`config.mk`:
```
export PLATFORM = sky130hd
export DESIGN_NAME = rpi_rsp_buffer
export DESIGN_NICKNAME = d
export VERILOG_FILES = /design/src/rtl/rpi_pkg.sv /design/src/rtl/rpi_rsp_buffer.sv
export SDC_FILE = /design/constraint.sdc
export NUM_CORES = 1
export LEC_CHECK = 0
export ABC_AREA = 0
export BUFFER_PORTS_ARGS = -buffer_cell sky130_fd_sc_hd__buf_4
export CAP_MARGIN = 20
export CORE_AREA = 2 2 77 79
export DETAILED_ROUTE_END_ITERATION = 10
export DIE_AREA = 0 0 79 81
export GPL_TIMING_DRIVEN = 0
export HOLD_SLACK_MARGIN = 0.05
export SYNTH_ARGS = -nofsm -noshare
export SYNTH_HDL_FRONTEND = slang
export SYNTH_SLANG_ARGS = --single-unit
export TNS_END_PERCENT = 20
```
`constraint.sdc`:
```
create_clock -name clock -period 3.95 [get_ports clock]
set_clock_uncertainty 0.15 [all_clocks]
set_input_delay 0.395 -clock clock [delete_from_list [all_inputs] [get_ports clock]]
set_output_delay 0.395 -clock clock [all_outputs]
set_load 0.01 [all_outputs]
```
`src/rtl/rpi_pkg.sv`:
```
// ----------------------------------------------------------------------------
// rpi_pkg: shared types of the RGB palette indexer
// Probe record that walks the cell chain and the result record that the
// output buffer holds.
// ----------------------------------------------------------------------------
`default_nettype none

package rpi_pkg;

   localparam int COLOR_W = 32;
   localparam int INDEX_W = 8;
   localparam int COUNT_W = 9;

   // A probe carries one pixel through the palette cells.
   typedef struct packed {
      logic               valid;
      logic               done;
      logic               added;
      logic [COLOR_W-1:0] color;
      logic [INDEX_W-1:0] index;
   } probe_type;

   typedef struct packed {
      logic [INDEX_W-1:0] index;
      logic               added;
      logic               overflow;
      logic [COUNT_W-1:0] count;
   } result_type;

endpackage

`default_nettype wire

```
`src/rtl/rpi_rsp_buffer.sv`:
```
// ----------------------------------------------------------------------------
// rpi_rsp_buffer: two-place result buffer
// An output register with a skid place behind it, so a finished result can
// wait while the next pixel is already taken in.
// ----------------------------------------------------------------------------
`default_nettype none

module rpi_rsp_buffer (
   input  wire logic                 clock,
   input  wire logic                 reset,
   input  wire logic                 done_valid,
   input  wire rpi_pkg::result_type  done_result,
   input  wire logic                 rsp_ready,
   output logic                      rsp_valid,
   output rpi_pkg::result_type       rsp_result,
   output logic                      room
);
   import rpi_pkg::*;

   logic       rsp_valid_ff, rsp_valid_in;
   logic       skid_valid_ff, skid_valid_in;
   result_type rsp_ff, rsp_in;
   result_type skid_ff, skid_in;
   logic       take;

   assign take = rsp_valid_ff && rsp_ready;

   always_comb begin
      rsp_valid_in  = rsp_valid_ff;
      rsp_in        = rsp_ff;
      skid_valid_in = skid_valid_ff;
      skid_in       = skid_ff;
      if (!rsp_valid_ff || take) begin
         rsp_valid_in  = skid_valid_ff || done_valid;
         rsp_in        = skid_valid_ff ? skid_ff : done_result;
         skid_valid_in = skid_valid_ff && done_valid;
         skid_in       = done_result;
      end else if (done_valid) begin
         skid_valid_in = 1'b1;
         skid_in       = done_result;
      end
   end

   always_ff @(posedge clock) begin
      if (reset) begin
         rsp_valid_ff  <= 1'b0;
         skid_valid_ff <= 1'b0;
      end else begin
         rsp_valid_ff  <= rsp_valid_in;
         skid_valid_ff <= skid_valid_in;
      end
   end

   always_ff @(posedge clock) begin
      rsp_ff  <= rsp_in;
      skid_ff <= skid_in;
   end

   assign rsp_valid  = rsp_valid_ff;
   assign rsp_result = rsp_ff;
   assign room       = !skid_valid_ff;

endmodule

`default_nettype wire

```
==> results.txt <==
The run finished with clean final reports. The total grt overflow came out at 0. The cell-internal power came out at 0.6713 mW.

The via-per-instance ratio is around 4.1. The number of global-route vias before repair came out at about 830. The sequential fraction of the synthesis area is about four fifths. For this block, the routed nets add up to between 2000 and 3000 µm of wire. Summed over all nets, the half-perimeter wirelength after detailed placement is about 1800 µm.

The area growth from synthesis to layout is 33.99%. The count of vias placed by the detailed router is between 700 and 800. 0 antenna diodes ended up in the layout. The setup check on the worst reg-to-reg path leaves a slack of between 2000 and 2500 ps. Entering global routing, the biggest net connects 20 pins. The wire length of the first global-routing pass is roughly 4000 µm. The static leakage came out at around 0.75 nW. The startpoint of the lowest-slack register-to-register path is rsp_valid. In this run, CTS created clock tree buffers numbering 5. The routability congestion estimate came out at between 0.6 and 0.7. After technology mapping, the gate count stands at 70. Setup violations remaining at the end of the flow were counted as 0. The achievable frequency came out at around 570 MHz. The data required time of the worst path is 3700 ps. The switching power summed over all nets is approximately 0.17 mW. The layout cell share with drive strength beyond 1 came out at a little under three fifths. The later pin in the worst-skew pair is clocked with a latency of approximately 280 ps. The buffer type at the clock tree root is clkbuf_8. The die area came out at 6399 µm². The power share of the sequential group is 60.4%. The clock share of power is 30.0%. The critical path data arrival time came out at roughly 1500 ps. The combinational power share is a little under a tenth. The initial detailed-routing violation count is 31. The number of nets at the end of the flow came out at roughly 140. The die span in x came out at around 80 µm. The top fanout value on the critical path is 19. The critical path in this run is classified as register to register. The worst hold slack came out at between 100 and 150 ps. The count of maximum capacitance violations is 0. The flip-flop and latch count after synthesis is 40.

The count of final hold-check violations is 0. STA classifies the critical path endpoint as a register. The final setup TNS came out at 0 ps. The met2 track utilization from global routing is between 10% and 20%.

In the final layout, the multi-input gates occupy 250.2 µm². The launching element type of the critical path is a register. TritonCTS built the clock tree. Buffers inserted to repair hold after CTS numbered 0. Counting the fill cells in the layout gives 574. The warning count from the yosys run came out at 0. Tracing the worst setup path back leads to its startpoint at rsp_valid.

The remaining routing DRC violations is 0. The path class of the tightest hold or removal check is input pin to register. The global-route met1 utilization is about 9%. Counting along the longest clock path gives a buffer depth of 2.

The setup fix buffers added after clock tree synthesis is 0. After global routing, the most crowded layer is met2. The post-detailed-route count of antenna-violating nets came out at 0. Of the total power, the share spent switching nets is between 20% and 30%. For this run, global-route usage on met3 was measured as 4.000%. Setup repair after global routing left no endpoint under its margin. The core region area came out at between 5000 and 6000 µm². Dividing the detail-routed wire length by the instance count gives about 13 µm.

The number of max-slew violations in the final report came to 0. The most critical setup path has its endpoint at skid_ff[2]. The worst reg-to-reg path cell count came out at 2. The worst register-to-register path ends at skid_ff[2]. In this run the power density over the cells is around 430 nW/µm². The tightest slew margin relative to the limit is 33.81%. The height of the die came out at a little over 80 µm. The count of unique library cells instantiated by Yosys is 12. The H-tree was split into 2 levels. The count of buffers added on input and output ports is 43. The number of standard-cell rows in the floorplan is 28.

The clock-pin slew on the worst setup and hold paths came out at ~70 ps. The sequential cell area in the final layout came out at between 1000 and 1500 µm². In this run the count of I/O pins placed on the die edge is 44.

The global-route usage over all layers is 8.589%. The effective utilization at floorplan came out at around a quarter. The number of nets produced by synthesis is 93. The clock period minus worst slack came out at 1753 ps. After clock tree synthesis, the repair step resized 0 gates. The number of antenna violations at the first check in global routing came to 0. The first detailed-routing pass ran for 5 iterations.

The slew of the pin with the lowest slew margin came out at about 990 ps. The netlist area before placement is between 1000 and 1500 µm². After layout, the worst path uses 44.38% of the clock period. The mean post-synth cell area came out at ~21 µm².

The clock sink total is 40. The worst-case IR drop observed on VDD is 151.3 µV.
## registers in the layout, indices dropped and copies added (netlist names)
register and flops:
skid_valid_ff 1, rsp_valid 1, rsp_result 19, skid_ff 19
## routing by layer
metal  vias up  wire length [µm]
met4         0                39
met3         6               190
li1        367                 -
met1       389              1003
met5         -                 0
met2        33              1327
## kinds of logic (layout without fill, tap and decap cells)
| group | count (synthesis) | count (layout) | synth area share, % |
|---|---|---|---|
| AOI/OAI and AO/OA | 2 | 2 | 0.6843 |
| muxes | 19 | 19 | 14.64 |
| buffers and inverters | 4 | 55 | 2.055 |
| DFF | 40 | 40 | 80.82 |
| and+or+nand+nor | 5 | 5 | 1.798 |
## power groups by stage
stage          logic, mW  clock network, mW  registers [mW]
6_report          0.0810              0.252           0.507
5_1_grt           0.0874              0.284           0.510
4_1_cts           0.0825              0.262           0.508
3_5_place_dp      0.0824                  0           0.517
3_3_place_gp      0.0797                  0           0.515
2_1_floorplan     0.0224                  0           0.524
## final cells by class
| type | count | share of cell area (%) |
|---|---|---|
| sequential | 40 | 60.32 |
| inverter | 2 | 0.3834 |
| multi-input combinational | 26 | 12.78 |
| tap | 75 | 4.792 |
| clock buffer | 8 | 4.089 |
| buffer | 2 | 1.150 |
| timing repair buffer | 43 | 16.49 |
## worst min-delay path by stage
stage,cells past startpoint,startpoint,endpoint,slack [ps]
after detailed placement,1,skid_ff[6],rsp_result[6],390
after global placement,1,skid_ff[1],rsp_result[1],380
after floorplan,1,reset,skid_valid_ff,310
final,2,reset,skid_valid_ff,120
after global routing,2,reset,skid_valid_ff,110
after CTS,2,reset,skid_valid_ff,110
## cell usage after synthesis (all sizes together)
library cell | number | area share [%]
nor2 | 1 | 0.26
o21ai | 1 | 0.34
edfxtp | 38 | 78
nor3 | 1 | 0.34
nand2 | 1 | 0.26
buf | 2 | 1.5
inv | 2 | 0.51
and2b | 1 | 0.51
nand2b | 1 | 0.43
mux2 | 19 | 15
dfxtp | 2 | 2.7
a21oi | 1 | 0.34
## critical path, cell delays in order, from the launching register on
cell and delay, ps:
dfxtp_1 310, and2b_1 190, nand2b_1 710
## cells in the final DEF, fill, tap and decap left out
cell type / instances
dfxtp_1: 2
and2b_1: 1
buf_4: 43
clkbuf_1: 3
nand2b_1: 1
nor2_1: 1
clkbuf_8: 5
o21ai_0: 1
nor3_1: 1
buf_6: 2
edfxtp_1: 38
nand2_1: 1
a21oi_1: 1
inv_1: 2
mux2_2: 19
## through the flow
step	utilization, %	std cells	setup slack, ps	area [µm²]	power (mW)
after floorplan	-	70	2354	1461	0.5465
after global placement	33.09	188	2038	1878	0.5951
after detailed placement	33.09	188	1974	1878	0.5995
final	34.50	196	2197	1958	0.8400
after CTS	34.50	196	2156	1958	0.8525
after global routing	34.50	196	2104	1958	0.8821
(Power assumes the default switching activity.)
