===== src/rtl/rpi_pkg.sv =====
// ----------------------------------------------------------------------------
// rpi_pkg: shared types of the RGB palette indexer
// Probe record that walks the cell chain and the result record that the
// output buffer holds.
// ----------------------------------------------------------------------------
`default_nettype none

package rpi_pkg;

   localparam int COLOR_W = 32;
   localparam int INDEX_W = 8;
   localparam int COUNT_W = 9;

   // A probe carries one pixel through the palette cells.
   typedef struct packed {
      logic               valid;
      logic               done;
      logic               added;
      logic [COLOR_W-1:0] color;
      logic [INDEX_W-1:0] index;
   } probe_type;

   typedef struct packed {
      logic [INDEX_W-1:0] index;
      logic               added;
      logic               overflow;
      logic [COUNT_W-1:0] count;
   } result_type;

endpackage

`default_nettype wire


===== src/rtl/rpi_cell.sv =====
// ----------------------------------------------------------------------------
// rpi_cell: one palette entry of the indexer chain
// Holds one stored color, compares the passing probe against it, takes the
// color when the probe reaches the first free entry, and hands the probe on.
// ----------------------------------------------------------------------------
`default_nettype none

module rpi_cell #(
   parameter int CELL_INDEX = 0,
   parameter int LIMIT_W    = 9
) (
   input  wire logic                 clock,
   input  wire logic                 reset,
   input  wire logic [LIMIT_W-1:0]   limit,
   input  wire rpi_pkg::probe_type   probe_in,
   output rpi_pkg::probe_type        probe_out
);
   import rpi_pkg::*;

   localparam logic [LIMIT_W-1:0] CELL_K = LIMIT_W'(CELL_INDEX);
   localparam logic [INDEX_W-1:0] CELL_I = INDEX_W'(CELL_INDEX);

   logic [COLOR_W-1:0] entry_ff;
   probe_type          probe_ff;
   probe_type          probe_in_next;
   logic               searching;
   logic               hit;
   logic               insert;

   assign searching = probe_in.valid && !probe_in.done;
   // Only entries below the current count hold colors of this image.
   assign hit    = searching && (CELL_K < limit) && (entry_ff == probe_in.color);
   assign insert = searching && (CELL_K == limit);

   always_comb begin
      probe_in_next = probe_in;
      if (hit || insert) begin
         probe_in_next.done  = 1'b1;
         probe_in_next.index = CELL_I;
      end
      if (insert) begin
         probe_in_next.added = 1'b1;
      end
   end

   always_ff @(posedge clock) begin
      if (insert) begin
         entry_ff <= probe_in.color;
      end
   end

   always_ff @(posedge clock) begin
      if (reset) begin
         probe_ff.valid <= 1'b0;
      end else begin
         probe_ff.valid <= probe_in_next.valid;
      end
   end

   always_ff @(posedge clock) begin
      probe_ff.done  <= probe_in_next.done;
      probe_ff.added <= probe_in_next.added;
      probe_ff.color <= probe_in_next.color;
      probe_ff.index <= probe_in_next.index;
   end

   assign probe_out = probe_ff;

endmodule

`default_nettype wire


===== config.mk =====
export PLATFORM = sky130hd
export DESIGN_NAME = rpi_cell
export DESIGN_NICKNAME = d
export VERILOG_FILES = /design/src/rtl/rpi_pkg.sv /design/src/rtl/rpi_cell.sv
export SDC_FILE = /design/constraint.sdc
export NUM_CORES = 1
export LEC_CHECK = 0
export ABC_AREA = 1
export BUFFER_PORTS_ARGS = -buffer_cell sky130_fd_sc_hd__buf_4
export CAP_MARGIN = 20
export CORE_MARGIN = 2
export CORE_UTILIZATION = 51
export CTS_CLUSTER_DIAMETER = 100
export DETAILED_ROUTE_END_ITERATION = 7
export PLACE_DENSITY = 0.91
export SLEW_MARGIN = 10
export SYNTH_ARGS = -nofsm -noshare
export SYNTH_HDL_FRONTEND = slang
export SYNTH_SLANG_ARGS = --single-unit

===== constraint.sdc =====
create_clock -name clock -period 9.2 [get_ports clock]
set_input_delay 1.84 -clock clock [delete_from_list [all_inputs] [get_ports clock]]
set_output_delay 1.84 -clock clock [all_outputs]
set_load 0.1 [all_outputs]

==> reports/summary.md <==
The number of nets in the finished design came out at 399. The detailed router finished its first iteration with 83 violations. Clock tree synthesis found a total of 75 sinks. The number of endpoints with negative hold slack in the final report is 0, and the I/O pin total is 97. STA puts the critical path data arrival time at 3.57 ns. The logs give 238 for the post-synthesis cell count and 0.005538 mm² for the overall die area. The setup violation total in the final timing report was 0; the synthesis-to-layout area growth was 40.03%. The run gives 1822 as the via total after detailed routing. The average wire length per cell after detail routing came out at 11.09 µm. The maximum achievable frequency is 299.9 MHz.

The logs give 4 for the number of optimization iterations in the first detailed-route pass and 0 for the post-cts gate resize count. After global routing the overflow that remains totals 0. The logs give 204.8 µW for the switching component of the power and 0.007685 ns for the setup clock skew after layout. The number of enable-type register cells in the synthesized netlist was 32.

The finished layout holds 417 standard cells, fillers aside. For this run, design rule violations remaining after detail routing come to 0. The HPWL after detailed placement is 3506 µm, and the synthesized netlist net count is 292. For the internal power component, the log shows 519.5 µW.

The routed design has 4625 µm of wire. The average instance in the mapped netlist occupies 10.62 µm². Family of cells with the greatest summed delay on the critical path: simple AND/OR/NAND/NOR gates.

The logs give 0 for the max-cap check violation count and 0.003541 mm² for the final instance area. The path class of the lowest-slack min-delay path was flip-flop to flip-flop. Power comes to 724.3 µW. Fill cells in the final layout number 325. Once detail routing completed, the nets flagged for antenna violations numbered 0. Along the worst path, the maximum fanout reaches 34. The first global-routing pass estimated 7155 µm of wire. In the routed layout, each cell is associated on average with a via count of 4.369. The run gives 5.866 ns as the minimum setup slack in the final design. Sorting the synthesized cells by how often they occur yields 56 x sky130_fd_sc_hd__nand2_1, 48 x sky130_fd_sc_hd__inv_1, 43 x sky130_fd_sc_hd__dfxtp_1. The signal on the critical path passes through buf_4 -> nor3_1 -> nand4_1 -> nor2_4 -> inv_1 -> nand2_4 -> nor2_1. Counting flops with an async set or reset pin after synthesis yields a share of 0%. The part of the total power dissipated in the clock network was 33.3%.

Once placement completed, the tool counted placed cells totaling 401. The largest family of logic cells by synthesized area was simple AND/OR/NAND/NOR gates. The site row count is 25. The tools report the number of antenna violations at the first check in global routing as 0. The tools report the antenna cell count as 0. The share of total power dissipated in combinational logic is 17.1%. The area of the placeable core came out at 0.004755 mm². Dividing the final minimum period by the clock period gives 36.24%. The cell taking the most area after synthesis is sky130_fd_sc_hd__edfxtp_1.

The number of hold buffers added after CTS came out at 0. The floorplan step set the die width to 74.42 µm. The tools report the worst slew margin relative to its limit as 39.21%. The proportion of netlist area held by the largest area contributor works out to 38.00%.

After synthesis the netlist holds a flip-flop and latch count of 75. The root cell of the clock tree is sky130_fd_sc_hd__clkbuf_8. The cell type of the slowest stage on the worst timing path was sky130_fd_sc_hd__nor2_4. The number of buffers added on ports is 96, and the switching part of the total power is 28.28%.

The synthesized netlist devotes 3.810% of its cell area to XOR and XNOR gates. The share of layout cells above drive strength 1 is 33.43%. On the worst path, the slowest cell contributes a delay of 0.75 ns. Aggregate negative setup slack: 0 ns.

TritonCTS built the clock tree. Yosys printed 0 warnings. The global placement routability congestion was 0.7747. The tools report the via count of the first global-routing pass as 1688. Initial core utilization: 53.18%. Most repeated cell in the gate-level netlist after synthesis: sky130_fd_sc_hd__nand2_1. In the synthesized netlist the dominant register cell turns out to be sky130_fd_sc_hd__dfxtp_1. At the worst endpoint, the required time is 9.43 ns.

The die extent in y was 74.42 µm. For this run, the register share of the synthesized area comes to 72.04%. Summing the areas of all compound-gate instances in the mapped netlist gives 1.039% of the synthesized area.

For the number of levels the H-tree was split into, the log shows 3. The run finished with clean final reports. In this run the cell area measured after placement is 0.003341 mm². Timing analysis after detailed placement gives a worst setup slack of 5.475 ns. The synthesized netlist contains 18 unique library cells.

After synthesis the cells add up to 0.002529 mm². The tools report the element type at the critical path end as a flip-flop. Of the total synthesized cell area, the portion taken by AND, OR, NAND and NOR gates is 15.83%.

The number of max-slew violations in the final report was 0. Clock-pin slew was measured on the worst setup and hold paths at 0.07 ns. The leakage power came out at 0.001722 µW. The minimum clock period after layout works out to 3.334 ns. IR analysis of the VDD net gives a maximum drop of 0.1876 mV. The number of buffers and inverters on the critical path is 2. The mux cell area share after synthesis is 0%, and the post-CTS repair timing setup buffer count is 0. In the post-synthesis netlist, the biggest area contributors are sky130_fd_sc_hd__edfxtp_1 38%, sky130_fd_sc_hd__dfxtp_1 34%, sky130_fd_sc_hd__nand2_1 8.3%. The run gives 2 as the maximum root-to-sink buffer count.

The global-route usage over all layers is 17.57%. STA classifies the critical path startpoint as an input port. The kind of critical path is input port to flip-flop. Summing the areas of all fa, ha and maj instances in the mapped netlist gives 0% of the synthesized area. Transition at the pin with the smallest max-transition slack: 0.9097 ns.

At the later pin of the worst-skew pair, clock insertion delay measures 0.33 ns. Power density relative to cell area: 204.6 mW/mm². TritonCTS created 9 clock buffers.

For the pin count of the biggest net entering global routing, the log shows 35. Setup repair after global routing left no endpoint under its margin. In this run, flip-flops and latches consume 49.6% of the power.
cells by family (layout without fill, tap and decap cells):
logic type	count (synthesis)	in the layout
flops	75	75
buf+inv	49	161
simple gates	98	98
xor+xnor	11	11
compound gates	5	5
per-layer routing:
| metal | share of wire, % | up-vias | GRT usage, % |
|---|---|---|---|
| met3 | 5.7 | 6 | 6.775 |
| met1 | 41 | 831 | 19.88 |
| met5 | 0 | - | 0 |
| met2 | 53 | 52 | 29.79 |
| li1 | - | 933 | - |
| met4 | 1.1 | 0 | 7.341 |
power groups by stage:
stage	registers [µW]	logic, µW	clock network (µW)
4_1_cts	359	125	248
5_1_grt	360	130	257
3_5_place_dp	367	125	0
3_3_place_gp	366	123	0
2_1_floorplan	440	11.1	0
6_report	359	124	241
flip-flops by register name, indices dropped and copies added (netlist names):
register,count
entry_ff,32
probe_out,43
worst register-to-register path: stages, from the launching register on:
cell and delay [ns]:
sky130_fd_sc_hd__edfxtp_1 0.36, sky130_fd_sc_hd__inv_1 0.07, sky130_fd_sc_hd__nor2_1 0.05, sky130_fd_sc_hd__nor3_1 0.17
sky130_fd_sc_hd__nand3_1 0.11, sky130_fd_sc_hd__nor2_1 0.14, sky130_fd_sc_hd__nand3_2 0.11, sky130_fd_sc_hd__nand2_4 0.12
sky130_fd_sc_hd__nor2_1 0.05
metrics by stage:
step,util (%),hold WS (ns)
6_report,74.47,0.7746
4_1_cts,74.47,0.7827
5_1_grt,74.47,0.8744
3_3_place_gp,70.26,0.7410
3_5_place_dp,70.26,0.7688
2_1_floorplan,-,0.6858
cell type report:
class,count,area [µm²],area share (%)
clock inverter,3,18.77,0.5300
timing repair buffer,96,720.7,20.35
tap,67,83.83,2.367
inverter,49,183.9,5.194
clock buffer,13,181.4,5.124
sequential,75,1822,51.45
multi-input combinational,114,530.5,14.98
worst paths after layout:
path,from,endpoint,slack (ns),cells past startpoint
worst min-delay path,entry_ff[12]$_DFFE_PP_,probe_out[41]$_SDFF_PP1_,0.77,5
worst max register to register,entry_ff[5]$_DFFE_PP_,probe_out[0]$_SDFF_PP0_,7.90,8
worst max-delay path,limit[8],probe_out[0]$_SDFF_PP0_,5.87,7
worst min register to register,entry_ff[12]$_DFFE_PP_,probe_out[41]$_SDFF_PP1_,0.77,5
placed cells by master, fill, tap and decap left out:
| cell type | instances |
|---|---|
| sky130_fd_sc_hd__nor2_2 | 1 |
| sky130_fd_sc_hd__inv_1 | 48 |
| sky130_fd_sc_hd__clkinv_2 | 2 |
| sky130_fd_sc_hd__xor2_1 | 4 |
| sky130_fd_sc_hd__edfxtp_1 | 32 |
| sky130_fd_sc_hd__clkbuf_8 | 9 |
| sky130_fd_sc_hd__nand2_2 | 1 |
| sky130_fd_sc_hd__clkbuf_1 | 2 |
| sky130_fd_sc_hd__nand2_1 | 56 |
| sky130_fd_sc_hd__xnor2_1 | 7 |
| sky130_fd_sc_hd__nand2_4 | 1 |
| sky130_fd_sc_hd__nand4_1 | 2 |
| sky130_fd_sc_hd__o22ai_1 | 1 |
| sky130_fd_sc_hd__dfxtp_1 | 43 |
| sky130_fd_sc_hd__o21ai_0 | 4 |
| sky130_fd_sc_hd__clkinv_4 | 1 |
| sky130_fd_sc_hd__nand3_2 | 1 |
| sky130_fd_sc_hd__clkbuf_16 | 2 |
| sky130_fd_sc_hd__nor3_1 | 2 |
| sky130_fd_sc_hd__nor2_4 | 1 |
| sky130_fd_sc_hd__nor2_1 | 29 |
| sky130_fd_sc_hd__buf_4 | 96 |
| sky130_fd_sc_hd__inv_2 | 1 |
| sky130_fd_sc_hd__or2_2 | 1 |
| sky130_fd_sc_hd__nand3_1 | 3 |
No activity file was read; power rests on OpenSTA's default activity.
